`src/sv/tta_pkg.sv`:
```
`timescale 1ns / 1ps

package tta_pkg;

  // Operation codes carried on the kind field.
  typedef enum logic [2:0] {
    KIND_ADD    = 3'd0,
    KIND_SUB    = 3'd1,
    KIND_LESS   = 3'd2,
    KIND_EQUAL  = 3'd3,
    KIND_TO_TER = 3'd4,
    KIND_TO_BIN = 3'd5
  } kind_t;

  localparam int unsigned TRITS     = 4;
  localparam int unsigned WORD_W    = 2 * TRITS;
  localparam int unsigned NUMBER_W  = 7;

  // Place weights of the upper trits, and W81, the modulus of a word.
  localparam logic [NUMBER_W-1:0] W27 = NUMBER_W'(3 * 3 * 3);
  localparam logic [NUMBER_W-1:0] W9  = NUMBER_W'(3 * 3);
  localparam logic [NUMBER_W-1:0] W3  = NUMBER_W'(3);
  localparam logic [NUMBER_W-1:0] W81 = NUMBER_W'(3 * 3 * 3 * 3);

  // The invalid trit pattern.
  localparam logic [1:0] TRIT_BAD = 2'd3;

  typedef struct packed {
    logic carry;
    logic sign;
  } tta_flags_t;

  typedef struct packed {
    logic [WORD_W-1:0]   result_word;
    logic [NUMBER_W-1:0] result_number;
    logic                compare_bit;
    logic                error_out;
  } tta_res_t;

  // Binary to packed trits, with the value taken modulo 81 first.
  // Each digit is found by at most two compare-and-subtract steps.
  function automatic logic [WORD_W-1:0] bin_to_trits(logic [NUMBER_W-1:0] n);
    logic [NUMBER_W-1:0] r;
    logic [1:0]          d3;
    logic [1:0]          d2;
    logic [1:0]          d1;
    r = (n >= W81) ? n - W81 : n;
    if (r >= W27 + W27) begin
      d3 = 2'd2;
      r  = r - (W27 + W27);
    end else if (r >= W27) begin
      d3 = 2'd1;
      r  = r - W27;
    end else begin
      d3 = 2'd0;
    end
    if (r >= W9 + W9) begin
      d2 = 2'd2;
      r  = r - (W9 + W9);
    end else if (r >= W9) begin
      d2 = 2'd1;
      r  = r - W9;
    end else begin
      d2 = 2'd0;
    end
    if (r >= W3 + W3) begin
      d1 = 2'd2;
      r  = r - (W3 + W3);
    end else if (r >= W3) begin
      d1 = 2'd1;
      r  = r - W3;
    end else begin
      d1 = 2'd0;
    end
    return {d3, d2, d1, r[1:0]};
  endfunction

  // Packed trits to binary; a pattern of 3 simply weighs 3.
  function automatic logic [NUMBER_W-1:0] trits_to_bin(logic [WORD_W-1:0] w);
    return NUMBER_W'(w[7:6]) * W27 + NUMBER_W'(w[5:4]) * W9
         + NUMBER_W'(w[3:2]) * W3 + NUMBER_W'(w[1:0]);
  endfunction

endpackage

```
`src/sv/tta_core.sv`:
```
`timescale 1ns / 1ps

// Combinational arithmetic for one registered operation.
module tta_core (
  input  logic [2:0]                kind,
  input  logic [tta_pkg::WORD_W-1:0] a_word,
  input  logic [tta_pkg::WORD_W-1:0] b_word,
  input  logic [6:0]                number_in,
  input  tta_pkg::tta_flags_t       flags,
  output tta_pkg::tta_res_t         res,
  output tta_pkg::tta_flags_t       flags_nxt
);
  import tta_pkg::*;

  logic              add_err;
  logic [TRITS:0]    add_c;
  logic [WORD_W-1:0] add_raw;
  logic [WORD_W-1:0] add_word;
  logic [2:0]        add_sum [TRITS];

  logic              a_lt_b;
  logic [WORD_W-1:0] sub_big;
  logic [WORD_W-1:0] sub_small;
  logic [1:0]        sub_s [TRITS];
  logic [TRITS-2:0]  sub_borrow;
  logic [WORD_W-1:0] sub_word;

  // Invalid trit detection for add.
  always_comb begin
    add_err = 1'b0;
    for (int i = 0; i < TRITS; i++) begin
      if (a_word[2*i +: 2] == TRIT_BAD || b_word[2*i +: 2] == TRIT_BAD) begin
        add_err = 1'b1;
      end
    end
  end

  // Ripple-carry ternary add, one trit per step.
  always_comb begin
    add_c[0] = 1'b0;
    for (int i = 0; i < TRITS; i++) begin
      add_sum[i]      = 3'(a_word[2*i +: 2]) + 3'(b_word[2*i +: 2]) + 3'(add_c[i]);
      add_c[i+1]      = (add_sum[i] >= 3'd3);
      add_raw[2*i +: 2] = add_c[i+1] ? 2'(add_sum[i] - 3'd3) : add_sum[i][1:0];
    end
    // A final carry drops the lowest trit and puts 1 in the top trit.
    if (add_c[TRITS]) begin
      add_word = {2'd1, add_raw[WORD_W-1:2]};
    end else begin
      add_word = add_raw;
    end
  end

  // Magnitude-ordered subtract with borrow rippled into the subtrahend.
  assign a_lt_b    = (a_word < b_word);
  assign sub_big   = a_lt_b ? b_word : a_word;
  assign sub_small = a_lt_b ? a_word : b_word;

  always_comb begin
    sub_s[0] = sub_small[1:0];
    for (int i = 0; i < TRITS - 1; i++) begin
      sub_borrow[i]      = (sub_big[2*i +: 2] < sub_s[i]);
      sub_s[i+1]         = sub_small[2*(i+1) +: 2] + 2'(sub_borrow[i]);
      sub_word[2*i +: 2] = sub_big[2*i +: 2] + (sub_borrow[i] ? 2'd3 : 2'd0) - sub_s[i];
    end
    sub_word[WORD_W-1:WORD_W-2]   = sub_big[WORD_W-1:WORD_W-2] - sub_s[TRITS-1];
  end

  // Operation select and flag update.
  always_comb begin
    res       = '0;
    flags_nxt = flags;
    case (kind)
      KIND_ADD: begin
        res.error_out = add_err;
        if (!add_err) begin
          res.result_word = add_word;
          if (add_c[TRITS]) begin
            flags_nxt.carry = 1'b1;
          end
        end
      end
      KIND_SUB: begin
        res.result_word = sub_word;
        flags_nxt.sign  = a_lt_b;
      end
      KIND_LESS: begin
        res.compare_bit = a_lt_b;
      end
      KIND_EQUAL: begin
        res.compare_bit = (a_word == b_word);
      end
      KIND_TO_TER: begin
        res.result_word = bin_to_trits(number_in);
      end
      KIND_TO_BIN: begin
        res.result_number = trits_to_bin(a_word);
      end
      default: begin
        res = '0;
      end
    endcase
  end

endmodule

```
`src/sv/ternary_tryte_alu.sv`:
```
`timescale 1ns / 1ps

// Ternary ALU for 4-trit words, two bits per trit, lowest trit in bits 1:0.
// Each operation is held in the input register after its transfer, then the
// arithmetic settles into the result register.
// A new operation is accepted every cycle; the result register decouples the
// two channels, so a held result stalls input only once the input register is
// also full. The carry flag is sticky until reset; the sign flag follows the
// most recent subtract. Both are reported with every result as they stand
// after that operation.
module ternary_tryte_alu (
  input  logic                        clk,
  input  logic                        rst_n,
  input  logic                        in_valid,
  output logic                        in_ready,
  input  logic [2:0]                  in_kind,
  input  logic [tta_pkg::WORD_W-1:0]  in_a_word,
  input  logic [tta_pkg::WORD_W-1:0]  in_b_word,
  input  logic [6:0]                  in_number_in,
  output logic                        out_valid,
  input  logic                        out_ready,
  output logic [tta_pkg::WORD_W-1:0]  out_result_word,
  output logic [6:0]                  out_result_number,
  output logic                        out_compare_bit,
  output logic                        out_carry_out,
  output logic                        out_sign_out,
  output logic                        out_error_out
);
  import tta_pkg::*;

  logic              s1_valid_r;
  logic              s1_valid_nxt;
  logic [2:0]        kind_r;
  logic [WORD_W-1:0] a_r;
  logic [WORD_W-1:0] b_r;
  logic [6:0]        num_r;

  logic              out_valid_r;
  logic              out_valid_nxt;
  tta_res_t          res_r;
  tta_flags_t        flags_r;
  tta_flags_t        flags_nxt;
  tta_flags_t        out_flags_r;
  tta_res_t          res_nxt;

  logic              in_fire;
  logic              advance;

  // Pipeline control.
  assign advance  = !out_valid_r || out_ready;
  assign in_ready = !s1_valid_r || advance;
  assign in_fire  = in_valid && in_ready;

  always_comb begin
    s1_valid_nxt = s1_valid_r;
    if (in_fire) begin
      s1_valid_nxt = 1'b1;
    end else if (advance) begin
      s1_valid_nxt = 1'b0;
    end
    out_valid_nxt = advance ? s1_valid_r : out_valid_r;
  end

  // Input register.
  always_ff @(posedge clk) begin
    if (!rst_n) begin
      s1_valid_r <= 1'b0;
    end else begin
      s1_valid_r <= s1_valid_nxt;
    end
    if (in_fire) begin
      kind_r <= in_kind;
      a_r    <= in_a_word;
      b_r    <= in_b_word;
      num_r  <= in_number_in;
    end
  end

  tta_core u_core (
    .kind      (kind_r),
    .a_word    (a_r),
    .b_word    (b_r),
    .number_in (num_r),
    .flags     (flags_r),
    .res       (res_nxt),
    .flags_nxt (flags_nxt)
  );

  // Flags and result register; flags move only when an operation enters the result register.
  always_ff @(posedge clk) begin
    if (!rst_n) begin
      out_valid_r <= 1'b0;
      flags_r     <= '0;
    end else begin
      out_valid_r <= out_valid_nxt;
      if (advance && s1_valid_r) begin
        flags_r <= flags_nxt;
      end
    end
    if (advance && s1_valid_r) begin
      res_r       <= res_nxt;
      out_flags_r <= flags_nxt;
    end
  end

  assign out_valid         = out_valid_r;
  assign out_result_word   = res_r.result_word;
  assign out_result_number = res_r.result_number;
  assign out_compare_bit   = res_r.compare_bit;
  assign out_error_out     = res_r.error_out;
  assign out_carry_out     = out_flags_r.carry;
  assign out_sign_out      = out_flags_r.sign;

`ifndef SYNTHESIS
  // The carry flag is sticky until reset.
  a_carry_sticky: assert property (@(posedge clk) disable iff (!rst_n)
    flags_r.carry |=> flags_r.carry)
    else $error("carry flag cleared without reset");

  // An add that raised an error returns a zero word.
  a_err_zero: assert property (@(posedge clk) disable iff (!rst_n)
    (out_valid && out_error_out) |-> (out_result_word == '0 && !out_compare_bit))
    else $error("error result carries data");

  // A comparison result never comes with a word result.
  a_cmp_alone: assert property (@(posedge clk) disable iff (!rst_n)
    (out_valid && out_compare_bit) |-> (out_result_word == '0 && out_result_number == '0))
    else $error("compare bit set alongside a word result");
`endif

endmodule

```
`config.mk`:
```
export PLATFORM = sky130hd
export DESIGN_NAME = ternary_tryte_alu
export DESIGN_NICKNAME = d
export VERILOG_FILES = /design/src/sv/tta_pkg.sv /design/src/sv/tta_core.sv /design/src/sv/ternary_tryte_alu.sv
export SDC_FILE = /design/constraint.sdc
export NUM_CORES = 1
export LEC_CHECK = 0
export ABC_AREA = 1
export ABC_CLOCK_PERIOD_IN_PS = 17500
export CORE_UTILIZATION = 35
export DETAILED_ROUTE_END_ITERATION = 10
export DONT_BUFFER_PORTS = 1
export PLACE_DENSITY_LB_ADDON = 0.25
export SYNTH_ARGS = -nofsm -noshare
export SYNTH_HDL_FRONTEND = slang
export SYNTH_SLANG_ARGS = --single-unit
```
`constraint.sdc`:
```
create_clock -name clk -period 17.5 [get_ports clk]
set_input_delay 0.875 -clock clk [delete_from_list [all_inputs] [get_ports clk]]
set_output_delay 0.875 -clock clk [all_outputs]
set_load 0.01 [all_outputs]
```
==> results.py <==
metrics = {
    "sta": {
        "maxSlewViolCount": 0,
        "setup_viol": 0,
        "slew_headroom_pct": 32.5,
        "period_share_pct": 35.5,
        "tightest_slew_ns": 1.01,
        "grt_setup_unrepaired": "false",
        "hold_viol_final": 0,
        "clock.fmax_mhz": 161,
        "min_period_ns": 6.22,
        "clock_skew_ns": 0.00694,
        "tns_ns": 0,
    },
    "clocking": {
        "tritoncts": "done",
        "post_cts_buffers": 0,
        "cts_max_level": 2,
        "clockBufferDepth": 2,
        "holdBufCountCts": 0,
        "clock_sinks": 49,
        "clk_pin_slew_worst_paths_ns": 0.06,
        "cts_resized": 0,
        "clock_latency_ns": 0.29,
        "root_buffer": "clkbuf_16",
        "cts_buffers": 5,
    },
    "power": {
        "power_density_nw_per_um2": 96.5,
        "seq_power_share_pct": 31.8,
        "power_frac_comb_pct": 45.0,
        "sw_frac_of_total_pct": 38.7,
        "clkPwrFrac_pct": 23.1,
        "switching_power_uw": 178,
        "total_leakage_power_nw": 2.21,
        "ir_worst_vdd_uv": 49.0,
        "total_power_uw": 460,
        "p_int_uw": 282,
    },
    "floorplan": {
        "dieWidth_um": 114,
        "die_h_um": 114,
        "pin_count": 51,
        "row_count": 40,
        "initial_core_util_pct": 36.3,
        "core_area_um2": 12100,
        "die-area_um2": 13000,
    },
    "min_path": {
        "hold_path_class": "register to register",
        "min_path_cells": 2,
    },
    "worst_setup_path": {
        "critPathRequiredTime_ns": 17.55,
        "worst-path-buf-inv": 7,
        "startpoint_type": "register",
        "worst-r2r-cell-count": 28,
        "cp_top_family": "adder cells",
        "worstSetupPathType": "register to register",
        "cp_num_cells": 28,
        "cp.arrival_ns": 6.26,
        "cpMaxStageDelayCell": "fa_1",
        "critPathMaxStageDelay_ns": 0.46,
        "crit_fanout": 8,
        "setup.worst_path.end_class": "register",
    },
    "drt": {
        "first_pass_iters": 4,
        "wl_per_cell_um": 12.9,
        "wirelength_um": 9130,
        "drtIter0Drc": 133,
        "post-route-drc-count": 0,
        "vias_per_cell": 4.80,
        "antenna_left": 0,
        "vias": 3404,
    },
    "grt": {
        "grt_max_degree": 29,
        "grt.overflow.total": 0,
        "grt_pass1_wl_um": 15900,
        "grt_pass1_vias": 3362,
        "grt_use_total_pct": 15.5,
        "grt_antenna_before_repair": 0,
    },
    "logic_synthesis": {
        "syn_avg_cell_area_um2": 8.23,
        "syn_area_um2": 4390,
        "async_flop_share_pct": 0,
        "synth.distinct_cells": 37,
        "synth_area_leaders": "edfxtp_1 31%, ha_1 13%, nand2_1 9.5%",
        "synth-edff-count": 45,
        "synth-seq-cells": 49,
        "synth-main-ff-cell": "edfxtp_1",
        "syn_inst": 534,
        "synth_top_area_share_pct": 30.8,
        "synth.net_count": 624,
        "ys_seq_area_share_pct": 32.6,
        "yosysWarnings": 0,
        "synth_largest_area_cell": "edfxtp_1",
    },
    "layout": {
        "fin_area_um2": 4770,
        "area_delta_synth_final_pct": 8.49,
        "fin_cells": 709,
        "antennaDiodeCount": 0,
        "multi_input_comb_area_um2": 2610,
        "register_area_um2": 1430,
        "fill_cells": 1269,
        "final_layout_size_suffix_gt1_share_pct": 9.06,
        "fin_util_pct": 39.3,
        "fin_nets": 630,
    },
    "placed_design": {
        "dpl.hpwl_um": 7620,
        "post_dp_cell_area_um2": 4600,
        "place_congestion": 0.854,
        "port_buffers": 0,
        "dp.cells": 701,
    },
    "outcome": {
        "status": "finished clean",
    },
    "flow_run": {
        "maxCapViolCount": 0,
    },
}
cell type report:
type	count	area share, %
multi-input combinational	390	54.7
inverter	93	7.32
tap	168	4.41
sequential	49	30.0
clock buffer	6	2.70
timing repair buffer	1	0.158
clock inverter	2	0.709
cell usage in the layout, fill, tap and decap left out, types with 5 or more instances in the layout:
cell and instances:
nand2_2 15, edfxtp_1 45, nand3_1 33, clkbuf_16 5, xnor2_1 6, fa_1 15, a21oi_1 26, nand4_1 7
ha_1 45, nand3_2 5, o211ai_1 5, nand2_4 6, inv_1 87, nor3_1 6, nor2_1 43, inv_2 6
nand2_1 111, xor2_1 12, o21ai_0 29
worst min-delay path, cell delays in order (launching register included):
cell and delay (ns):
dfxtp_1 0.33, a21oi_1 0.05, nor2_1 0.08
cells by family (layout without fill, tap and decap cells):
group           Yosys count  in the layout  share of synthesized area (%)
simple gates            237            237                           26.0
buf+inv                  95            102                           8.12
compound gates           73             73                           9.60
fa+ha+maj                60             60                           19.7
flops                    49             49                           32.6
xor+xnor                 18             18                           3.59
mux                       2              2                          0.456
through the flow:
stage,worst slack [ns],hold slack (ns)
2_1_floorplan,11.73,0.443
3_3_place_gp,11.47,0.482
3_5_place_dp,11.23,0.482
4_1_cts,11.25,0.500
5_1_grt,10.76,0.537
6_report,11.28,0.501
power by group through the flow:
| stage | clock network, mW | registers [mW] | logic, mW |
|---|---|---|---|
| 2_1_floorplan | 0 | 0.147 | 0.167 |
| 3_3_place_gp | 0 | 0.149 | 0.202 |
| 3_5_place_dp | 0 | 0.149 | 0.209 |
| 4_1_cts | 0.109 | 0.147 | 0.210 |
| 5_1_grt | 0.114 | 0.148 | 0.244 |
| 6_report | 0.106 | 0.146 | 0.207 |
final timing paths:
path / startpoint / end / slack, ns
min: flags_r[1] / flags_r[1] / 0.50
max: b_r[0] / out_result_word[1] / 11.28
max reg2reg: b_r[0] / out_result_word[1] / 11.28
min reg2reg: flags_r[1] / flags_r[1] / 0.50
cell usage after synthesis, types with 2 or more instances:
cell type and number:
ha_1 45, nand2_2 15, edfxtp_1 45, dfxtp_1 4
fa_1 15, nand3_2 5, o21a_1 3, xor2_1 12
xnor2_1 6, a21oi_1 26, nand4_1 7, inv_2 6
nand2_4 6, nor2_4 3, a32oi_1 3, o211ai_1 5
nor3_1 6, o21ai_0 29, nor2_1 43, nand3_1 33
mux2i_1 2, nand2_1 111, inv_1 87, clkbuf_1 2
nor2_2 3
state kept, by name, summed over array words and instances, names as in the netlist:
signal / flops
a_r: 8
b_r: 8
out_result_word: 8
num_r: 7
out_result_number: 7
kind_r: 3
flags_r: 2
out_carry_out: 1
out_compare_bit: 1
out_error_out: 1
out_sign_out: 1
out_valid: 1
s1_valid_r: 1
per-layer routing:
layer / GRT usage [%] / share of wire, % / wire length [µm]
met1: 20.1 / 47 / 4300
met2: 26.7 / 49 / 4480
met3: 2.50 / 2.7 / 245
met4: 4.16 / 1.1 / 100
met5: 0 / 0 / 0
(Power assumes the default switching activity.)
